<file path="src/rtl/core/mst_pkg.sv">
// Shared types and constants for the multi-slot one-shot timer.
package mst_pkg;

  localparam int SLOTS_DEF = 10;

  localparam int FUNC_W   = 2;
  localparam int TIME_W   = 32;
  localparam int HANDLE_W = 4;
  localparam int KIND_W   = 3;

  localparam logic [FUNC_W-1:0] FN_REGISTER = 2'd0;
  localparam logic [FUNC_W-1:0] FN_CANCEL   = 2'd1;
  localparam logic [FUNC_W-1:0] FN_ELAPSE   = 2'd2;

  localparam logic [KIND_W-1:0] K_REGISTERED = 3'd0;
  localparam logic [KIND_W-1:0] K_FULL       = 3'd1;
  localparam logic [KIND_W-1:0] K_CANCELLED  = 3'd2;
  localparam logic [KIND_W-1:0] K_IGNORED    = 3'd3;
  localparam logic [KIND_W-1:0] K_EXPIRED    = 3'd4;
  localparam logic [KIND_W-1:0] K_NEXT       = 3'd5;

  localparam logic [TIME_W-1:0] NONE_WAIT = 32'hffff_ffff;

  typedef struct packed {
    logic              active;
    logic [TIME_W-1:0] remaining;
  } slot_t;

  typedef struct packed {
    logic [FUNC_W-1:0]   func;
    logic [TIME_W-1:0]   duration;
    logic [HANDLE_W-1:0] handle;
    logic [TIME_W-1:0]   elapsed;
  } req_t;

  typedef struct packed {
    logic              expired;
    logic              claimed;
    logic [TIME_W-1:0] best;
  } step_t;

endpackage

</file>
<file path="src/rtl/core/mst_ifs.sv">
// Valid/ready channel interfaces for timer requests and results.
interface mst_req_if import mst_pkg::*; ();
  logic                valid;
  logic                ready;
  logic [FUNC_W-1:0]   func;
  logic [TIME_W-1:0]   duration;
  logic [HANDLE_W-1:0] handle;
  logic [TIME_W-1:0]   elapsed;

  modport source (output valid, func, duration, handle, elapsed, input ready);
  modport sink   (input valid, func, duration, handle, elapsed, output ready);
endinterface

interface mst_rsp_if import mst_pkg::*; ();
  logic                valid;
  logic                ready;
  logic [KIND_W-1:0]   kind;
  logic [HANDLE_W-1:0] slot;
  logic [TIME_W-1:0]   next_wait;
  logic                last;

  modport source (output valid, kind, slot, next_wait, last, input ready);
  modport sink   (input valid, kind, slot, next_wait, last, output ready);
endinterface

</file>
<file path="src/rtl/core/mst_cell.sv">
// One timer slot cell of the rotating slot ring.
module mst_cell import mst_pkg::*; (
  input  logic  clk,
  input  logic  rst,
  input  logic  shift,
  input  slot_t d,
  output slot_t q
);

  logic              active;
  logic [TIME_W-1:0] remaining;

  always_ff @(posedge clk) begin
    if (rst) begin
      active <= 1'b0;
    end else if (shift) begin
      active <= d.active;
    end
  end

  always_ff @(posedge clk) begin
    if (shift) begin
      remaining <= d.remaining;
    end
  end

  assign q = '{active: active, remaining: remaining};

endmodule

</file>
<file path="src/rtl/core/mst_alu.sv">
// Per-slot update unit: claim, cancel, or subtract-and-expire for the ring head.
module mst_alu import mst_pkg::*; (
  input  slot_t             cur,
  input  req_t              op,
  input  logic              hit,
  input  logic              found,
  input  logic [TIME_W-1:0] best,
  output slot_t             nxt,
  output step_t             st
);

  logic [TIME_W:0]   diff;
  logic              expire;

  assign diff   = {1'b0, cur.remaining} - {1'b0, op.elapsed};
  assign expire = diff[TIME_W] || (diff[TIME_W-1:0] == '0);

  always_comb begin
    nxt        = cur;
    st.expired = 1'b0;
    st.claimed = 1'b0;
    st.best    = best;
    case (op.func)
      FN_REGISTER: begin
        if (!cur.active && !found) begin
          nxt.active    = 1'b1;
          nxt.remaining = (op.duration == '0) ? TIME_W'(1) : op.duration;
          st.claimed    = 1'b1;
        end
      end
      FN_CANCEL: begin
        if (hit) begin
          nxt.active = 1'b0;
        end
      end
      FN_ELAPSE: begin
        if (cur.active) begin
          if (expire) begin
            nxt.active = 1'b0;
            st.expired = 1'b1;
          end else begin
            nxt.remaining = diff[TIME_W-1:0];
            if (diff[TIME_W-1:0] < best) begin
              st.best = diff[TIME_W-1:0];
            end
          end
        end
      end
      default: ;
    endcase
  end

endmodule

</file>
<file path="src/rtl/core/multi_slot_oneshot_timer.sv">
// Multi-slot one-shot timer: a ring of slot cells walked by one update unit.
// Each register, cancel or elapse request walks the whole ring: the ring rotates one
// cell per cycle through the update unit unless a result stalls, then the final result.
// Unused selector requests are taken with no result and no ring walk.
// Result stalls hold the ring in place. Synchronous reset frees all slots at once.
module multi_slot_oneshot_timer import mst_pkg::*; #(
  parameter int SLOTS = SLOTS_DEF
) (
  input logic        clk,
  input logic        rst,
  mst_req_if.sink    req,
  mst_rsp_if.source  rsp
);

  localparam int IW = (SLOTS > 1) ? $clog2(SLOTS) : 1;

  localparam logic [1:0] ST_IDLE = 2'd0;
  localparam logic [1:0] ST_WALK = 2'd1;
  localparam logic [1:0] ST_DONE = 2'd2;

  logic [1:0]          state;
  logic [IW-1:0]       idx;
  logic                found;
  logic [HANDLE_W-1:0] found_slot;
  logic [TIME_W-1:0]   best;
  req_t                op;

  slot_t               cell_q [SLOTS];
  slot_t               cell_d [SLOTS];
  slot_t               alu_nxt;
  step_t               st;

  logic                can_emit;
  logic                step;
  logic                hit;
  logic                out_load;
  logic [KIND_W-1:0]   kind_next;
  logic [HANDLE_W-1:0] slot_next;
  logic [TIME_W-1:0]   wait_next;
  logic                last_next;

  assign can_emit = !rsp.valid || rsp.ready;
  assign step     = (state == ST_WALK) && can_emit;
  assign hit      = (op.handle == HANDLE_W'(idx));
  assign req.ready = (state == ST_IDLE);

  for (genvar i = 0; i < SLOTS; i++) begin : g_cell
    if (i == SLOTS - 1) begin : g_tail
      assign cell_d[i] = alu_nxt;
    end else begin : g_mid
      assign cell_d[i] = cell_q[i+1];
    end
    mst_cell u_cell (
      .clk   (clk),
      .rst   (rst),
      .shift (step),
      .d     (cell_d[i]),
      .q     (cell_q[i])
    );
  end

  mst_alu u_alu (
    .cur   (cell_q[0]),
    .op    (op),
    .hit   (hit),
    .found (found),
    .best  (best),
    .nxt   (alu_nxt),
    .st    (st)
  );

  always_comb begin
    out_load  = 1'b0;
    kind_next = K_NEXT;
    slot_next = '0;
    wait_next = '0;
    last_next = 1'b0;
    if (state == ST_WALK) begin
      out_load  = step && st.expired;
      kind_next = K_EXPIRED;
      slot_next = HANDLE_W'(idx);
    end else if (state == ST_DONE) begin
      out_load  = can_emit;
      last_next = 1'b1;
      case (op.func)
        FN_REGISTER: begin
          kind_next = found ? K_REGISTERED : K_FULL;
          slot_next = found ? found_slot : '0;
        end
        FN_CANCEL: begin
          kind_next = (32'(op.handle) < SLOTS) ? K_CANCELLED : K_IGNORED;
          slot_next = op.handle;
        end
        default: begin
          kind_next = K_NEXT;
          wait_next = best;
        end
      endcase
    end
  end

  always_ff @(posedge clk) begin
    if (rst) begin
      state <= ST_IDLE;
      idx   <= '0;
      found <= 1'b0;
    end else begin
      case (state)
        ST_IDLE: begin
          if (req.valid) begin
            idx   <= '0;
            found <= 1'b0;
            if (req.func inside {FN_REGISTER, FN_CANCEL, FN_ELAPSE}) begin
              state <= ST_WALK;
            end
          end
        end
        ST_WALK: begin
          if (step) begin
            if (st.claimed) begin
              found <= 1'b1;
            end
            if (idx == IW'(SLOTS - 1)) begin
              state <= ST_DONE;
            end else begin
              idx <= idx + 1'b1;
            end
          end
        end
        ST_DONE: begin
          if (can_emit) begin
            state <= ST_IDLE;
          end
        end
        default: state <= ST_IDLE;
      endcase
    end
  end

  always_ff @(posedge clk) begin
    if (state == ST_IDLE && req.valid) begin
      op   <= '{func: req.func, duration: req.duration, handle: req.handle,
                elapsed: req.elapsed};
      best <= NONE_WAIT;
    end else if (step) begin
      best <= st.best;
      if (st.claimed) begin
        found_slot <= HANDLE_W'(idx);
      end
    end
  end

  always_ff @(posedge clk) begin
    if (rst) begin
      rsp.valid <= 1'b0;
    end else if (out_load) begin
      rsp.valid <= 1'b1;
    end else if (rsp.ready) begin
      rsp.valid <= 1'b0;
    end
  end

  always_ff @(posedge clk) begin
    if (out_load) begin
      rsp.kind      <= kind_next;
      rsp.slot      <= slot_next;
      rsp.next_wait <= wait_next;
      rsp.last      <= last_next;
    end
  end

  // final result only leaves from the done state
  a_last_in_done: assert property (@(posedge clk) disable iff (rst)
    (out_load && last_next) |-> (state == ST_DONE))
    else $error("final result issued outside done state");

  a_walk_start: assert property (@(posedge clk) disable iff (rst)
    (req.valid && req.ready && (req.func == FN_REGISTER || req.func == FN_CANCEL ||
     req.func == FN_ELAPSE)) |=> (state == ST_WALK && idx == '0))
    else $error("accepted request did not start a ring walk");

  a_idx_range: assert property (@(posedge clk) disable iff (rst)
    (state == ST_WALK) |-> (32'(idx) < SLOTS))
    else $error("walk index beyond slot count");

  a_expire_only_elapse: assert property (@(posedge clk) disable iff (rst)
    (step && st.expired) |-> (op.func == FN_ELAPSE && cell_q[0].active))
    else $error("expiry outside an elapse request");

  a_stall_freeze: assert property (@(posedge clk) disable iff (rst)
    (state == ST_WALK && rsp.valid && !rsp.ready) |=> $stable(idx))
    else $error("ring advanced while result stalled");

endmodule
</file>
<file path="src/flat_wrapper.sv">
// flat-port wrapper written by rule: the top's interface ports become plain ports
module multi_slot_oneshot_timer_flat import mst_pkg::*;
#(
  parameter int SLOTS = SLOTS_DEF
)
  (clk, rst, req_valid, req_func, req_duration, req_handle, req_elapsed, req_ready, rsp_valid, rsp_kind, rsp_slot, rsp_next_wait, rsp_last, rsp_ready);
  mst_req_if req_i ();
  mst_rsp_if rsp_i ();
  input logic clk;
  input logic rst;
  input wire logic [$bits(req_i.valid)-1:0] req_valid;
  input wire logic [$bits(req_i.func)-1:0] req_func;
  input wire logic [$bits(req_i.duration)-1:0] req_duration;
  input wire logic [$bits(req_i.handle)-1:0] req_handle;
  input wire logic [$bits(req_i.elapsed)-1:0] req_elapsed;
  output wire logic [$bits(req_i.ready)-1:0] req_ready;
  output wire logic [$bits(rsp_i.valid)-1:0] rsp_valid;
  output wire logic [$bits(rsp_i.kind)-1:0] rsp_kind;
  output wire logic [$bits(rsp_i.slot)-1:0] rsp_slot;
  output wire logic [$bits(rsp_i.next_wait)-1:0] rsp_next_wait;
  output wire logic [$bits(rsp_i.last)-1:0] rsp_last;
  input wire logic [$bits(rsp_i.ready)-1:0] rsp_ready;
  assign req_i.valid = req_valid;
  assign req_i.func = req_func;
  assign req_i.duration = req_duration;
  assign req_i.handle = req_handle;
  assign req_i.elapsed = req_elapsed;
  assign req_ready = req_i.ready;
  assign rsp_valid = rsp_i.valid;
  assign rsp_kind = rsp_i.kind;
  assign rsp_slot = rsp_i.slot;
  assign rsp_next_wait = rsp_i.next_wait;
  assign rsp_last = rsp_i.last;
  assign rsp_i.ready = rsp_ready;
  multi_slot_oneshot_timer #(.SLOTS(SLOTS)) u_core (.clk(clk), .rst(rst), .req(req_i), .rsp(rsp_i));
endmodule
</file>
<file path="config.mk">
export PLATFORM = sky130hd
export DESIGN_NAME = multi_slot_oneshot_timer_flat
export DESIGN_NICKNAME = d
export VERILOG_FILES = /design/src/rtl/core/mst_pkg.sv /design/src/rtl/core/mst_ifs.sv /design/src/rtl/core/mst_cell.sv /design/src/rtl/core/mst_alu.sv /design/src/rtl/core/multi_slot_oneshot_timer.sv /design/src/flat_wrapper.sv
export SDC_FILE = /design/constraint.sdc
export NUM_CORES = 1
export LEC_CHECK = 0
export ABC_AREA = 1
export BUFFER_PORTS_ARGS = -buffer_cell sky130_fd_sc_hd__buf_2
export CAP_MARGIN = 20
export CORE_ASPECT_RATIO = 1.4
export CORE_MARGIN = 2
export CORE_UTILIZATION = 40
export CTS_CLUSTER_DIAMETER = 150
export DETAILED_ROUTE_END_ITERATION = 10
export GPL_TIMING_DRIVEN = 0
export PLACE_DENSITY = 0.59
export SKIP_LAST_GASP = 1
export SYNTH_ARGS = -nofsm -noshare
export SYNTH_HDL_FRONTEND = slang
export SYNTH_HIERARCHICAL = 1
export SYNTH_SLANG_ARGS = --single-unit
export TNS_END_PERCENT = 50
</file>
<file path="constraint.sdc">
create_clock -name clk -period 5 [get_ports clk]
set_input_delay 0 -clock clk [delete_from_list [all_inputs] [get_ports clk]]
set_output_delay 0 -clock clk [all_outputs]
set_load 0.02 [all_outputs]
</file>
Yosys cells after proc, flatten, opt, wreduce, memory -nomap -nowiden
Cells that the tools add are included.

cells by class
  add/sub/neg operators = 2
  magnitude comparators = 2
  equality and inequality tests = 15
  multiplexer cells = 40
  bitwise gates (word level) = 3
  reduce and logical (&&, ||, !) cells = 24

operators by type and width
  operator             number
  $mux 33              2
  $logic_not 32->1     2
  $mux 32              2
  $pmux 32 s2          1
  $sub 32x32->33       1
  $lt 32x32->1         1
  $mux 4               6
  $mux 1               18
  $pmux 4 s2           2
  $mux 2               5
  $reduce_and 5->1     2
  $ne 2x1->1 const B   4
  $reduce_and 4->1     2
  $eq 2x1->1 const B   3
  $eq 2x2->1 const B   3
  $logic_not 2->1      3
  $ne 2x2->1 const B   3
  $pmux 2 s3           1
  $pmux 3 s2           1
  $add 4x1->4 const B  1
  $eq 4x4->1           1
  $eq 4x4->1 const B   1
  $logic_and 1x1->1    4
  $lt 4x4->1 const B   1
  10 further kinds     16

storage, ports and cells
  bits in registers = 484
  input bits = 74
  output and inout bits = 42
  word-level logic and storage cells = 121

Longest topological paths before layout
  depth after elaboration = 9
  gate-level depth with buffers = 28
  gate-level depth less buffers = 27

By module
Netlist, hierarchy kept.

modules (own cells, without submodules)
  module                    times used  cells an instance  area each (um^2)  sequential area each (um^2)
  mst_cell                  10          40                 1013.5            980.9
  mst_alu                   1           1259               5931.9            0.0
  multi_slot_oneshot_timer  1           401                5451.5            4224.1

Least setup slack after synthesis
OpenSTA, ideal clock, no wires.

  path type = register to register
  start point = register u_core.g_cell[0].u_cell.remaining[0]
  end point = register u_core.rsp.kind[0] (enable)
  library setup time = 0.438 ns
  arrival time = 4.323 ns
  data required time = 4.562 ns
  setup slack = 0.239 ns
  stages on the path, launching flop included = 23
  path buffers = 0
  clock period less this slack = 4.761 ns
  cells stage by stage = edfxtp_1 inv_1 ha_1 fa_1 inv_1 nand3_1 nand3_1 nand2_1 nand2_1 nand3_1 nand4_1 nand2_1 nor2_1 nand2_1 nor2_2 nand3_4 nand2_2 inv_1 nor3_1 inv_1 o21ai_0 inv_1 nor2_1

RTL lines
  item                    RTL line                         text
  from (decl)             mst_cell.sv:11                   logic [TIME_W-1:0] remaining;
  from (signal assigned)  mst_cell.sv:23                   remaining <= d.remaining;
  to (signal assigned)    multi_slot_oneshot_timer.sv:165  rsp.kind <= kind_next;
  to (decl)               mst_ifs.sv:22                    modport source (output valid, kind, slot, next_wait, last, input ready);

Worst setup path in the final report
  start point = register u_core.g_cell[0].u_cell.remaining[13]
  end point = register u_core.best[14]

between the ends
  cells in the longest elaborated chain, start to end = 5
  elaborated cells between the ends (all ways) = 6
  classes of those cells = add/sub (1); order compare (1); bitwise (1); reduce/logical (3)

ends and longest elaborated chain
  item                                                  RTL line                         text
  $sub 32x32->33 (*)                                    mst_alu.sv:15                    assign diff = {1'b0, cur.remaining} - {1'b0, op.elapsed};
  branches (longest 4 deep; another with $lt 32x32->1)  --
  to (signal assigned)                                  multi_slot_oneshot_timer.sv:146  best <= st.best;
  to (decl)                                             multi_slot_oneshot_timer.sv:25   logic [TIME_W-1:0] best;

Mark *: on every way between the ends.
A chain may end at the register's enable or synchronous reset.

==> metrics.yaml <==
outcome: "completed"
rows: 100
placed_cell_area_sq_mm: 0.0231
tightest_slew_ns: 1.05
gp_congestion: 0.933
htreeDepth: 2
cp_max_fo: 10
synth-edff-count: 434
worst_ir_drop_vdd_v: 0.000361
finalSetupViolations: 0
drcViolationCount: 0
cts_tree: "built"
finalPower_w: 0.0134
arrival_ns: 4.97
fin_util_pct: 47.8
numCtsBuffers: 45
fin_crit_sh_pct: 90.3
clock_latency_ns: 0.59
end_kind: "flop"
initialDrtViolationCount: 858
syn-num-nets: 2198
max_freq_mhz: 221
wl_um: 50000
grt_use_total_pct: 18.2
cp.required_ns: 5.46
post_synth_num_cell_types: 41
design_area_sq_mm: 0.0254
ios: 116
cp-endpoint: "u_core/best[14]$_SDFFE_PP1P_"
crit_start: "u_core/g_cell[0].u_cell/remaining[13]$_DFFE_PP_"
slew_headroom_pct: 29.1
place_ws_ns: 0.340
fin_crit_ns: 4.52
maxCapViolations: 0
ys_seq_area_share_pct: 65.2
leakagePower_nw: 11.1
wire_per_inst_um: 16.4
die_h_um: 278
cts_root_buffer: "clkbuf_16"
cp_cell_sequence: "ha_1, nand2_1, inv_1, nand2_1, nand2_1, a21oi_1, nand2_1, nand2_1, nand2_1, nand2_1, nand2_1, ha_1, nand2_1, inv_1, nand3_1, nor3_1, nand4_1, a21oi_1, nand3_1, clkbuf_1, nand4_1, nand2_1, nand2_1, o211ai_1"
cts_sinks: 484
min_path_type: "in2reg"
ff2ff_setup_slack_ns: 0.48
ant_nets: 0
grt_first_pass_wirelength_um: 76500
synth_seq_cells: 484
port_buffers: 115
cts_setup_buffers: 0
die-area_sq_mm: 0.0557
start_kind: "flop"
critPathMaxStageDelay_ns: 0.49
reg2reg_depth: 24
final_max_slew_viol_count: 0
final_common_cell: "nand2_1"
antenna_cells: 0
final_nets: 2438
finalHoldViolations: 0
slowest_stage: "edfxtp_1"
finalWorstSetupSlack_ns: 0.483
antenna_found_initial: 0
viasPerCell: 4.70
rsz0062_at_grt: "false"
power.density_mw_per_mm2: 527
synth_area_sq_mm: 0.0215
syn2layout_area_growth_pct: 18.2
grt_start_max_net_pins: 131
final_cell_mix: "528 x nand2_1, 434 x edfxtp_1, 373 x inv_1"
final_cells: 3049
core_area_sq_mm: 0.0532
synthArstFlopShare_pct: 0
ys.flop_type: "edfxtp_1"
synth_area_per_cell_sq_um: 10.4
dpl.hpwl_um: 37300
layout-drive-gt1-share_pct: 11.0
grt.overflow.total: 0
cts.clk_slew.worst_paths_ns: 0.07
vias: 14300
grt_pass1_vias: 14000
r2r_end: "u_core/best[14]$_SDFFE_PP1P_"
start_util_pct: 40.5
yosysWarnings: 6
path_common_cell: "nand2_1"
drtPass1Iterations: 5
cts_buffer_depth: 3
die_w_um: 200
path_class: "reg2reg"
dpl.cell_count: 2893
syn_inst: 2060
fin_skew_ns: 0.0207
r2r-start: "u_core/g_cell[0].u_cell/remaining[13]$_DFFE_PP_"
repair_timing:
action                                  4_1_cts  5_1_grt
endpoints found under the setup margin        0       32
hold endpoints to repair                     91        0
gates resized for setup                       0        1
hold buffers                                 74        0
flip-flops by register name, summed over array words and instances (netlist names):
signal / count
u_core/rsp.valid: 1
u_core/rsp.kind: 3
u_core/found: 1
u_core/state: 2
u_core/g_cell.u_cell/active: 10
u_core/rsp.next_wait: 32
u_core/rsp.last: 1
u_core/g_cell.u_cell/remaining: 320
u_core/idx: 4
u_core/rsp.slot: 4
u_core/best: 32
u_core/op: 70
u_core/found_slot: 4
critical path, delay by kind of cell, from the launching register on:
family / cells / cell delay (ns)
buffers and inverters: 3 / 0.49
adders and majority gates: 2 / 0.81
DFF: 1 / 0.49
AOI/OAI and AO/OA: 3 / 0.39
and+or+nand+nor: 16 / 2.20
layout make-up:
type | count | area, sq um
Fill cell | 4862 | 27700
Tap cell | 714 | 893
Inverter | 380 | 1430
Timing Repair Buffer | 193 | 1420
Clock inverter | 28 | 420
Sequential cell | 484 | 14000
Buffer | 65 | 384
Clock buffer | 54 | 1160
Multi-Input combinational cell | 1131 | 5690
through the flow:
| step | hold slack, ns | TNS [ns] |
|---|---|---|
| global route | 0.0987 | 0 |
| global placement | 0.178 | -61.08 |
| CTS | 0.0770 | 0 |
| detailed placement | 0.178 | 0 |
| floorplan | 0.0691 | 0 |
| finish | 0.111 | 0 |
synthesized netlist by cell type, types with 18 or more instances:
cell      instances  area (sq um)
clkbuf_1         28           105
nand2_1         528          1980
o21ai_0          72           360
o211ai_1         34           255
nand3_1          86           430
nand4_1          78           488
nor2_1          155           582
a21oi_1          37           185
dfxtp_1          50          1000
inv_1           374          1400
ha_1             63           788
nor2_2           18           113
edfxtp_1        434         13000
worst min-delay path by stage:
stage,startpoint,end,cells past startpoint
floorplan,rst,u_core/found$_SDFFE_PP0P_,1
global placement,req_elapsed[29],u_core/op[29]$_DFFE_PP_,1
detailed placement,req_elapsed[26],u_core/op[26]$_DFFE_PP_,1
CTS,req_duration[10],u_core/op[46]$_DFFE_PP_,2
global route,req_duration[6],u_core/op[42]$_DFFE_PP_,2
finish,req_duration[11],u_core/op[47]$_DFFE_PP_,2
metal layers:
layer	up-vias	routed length [um]	GRT usage, %
met4	0	1670	6.86
li1	7255	-	-
met1	6732	21500	22.9
met2	265	25200	31.7
met5	-	0	0
met3	70	1620	2.28
cell families after synthesis:
kind of cell,after synthesis,synth area share [%]
xor gates and xnor gates,16,0.686
adders and majority gates,64,3.76
DFF,484,65.2
and+or+nand+nor,901,18.0
AOI/OAI and AO/OA,150,3.98
buffers and inverters,445,8.40
power by group:
part / internal (W) / total, W / switching [W]
registers: 0.00566 / 0.00606 / 0.000400
logic: 0.00113 / 0.00372 / 0.00259
clock network: 0.00214 / 0.00363 / 0.00149
total: 0.00893 / 0.0134 / 0.00448
Power figures use the tool's default switching activity.
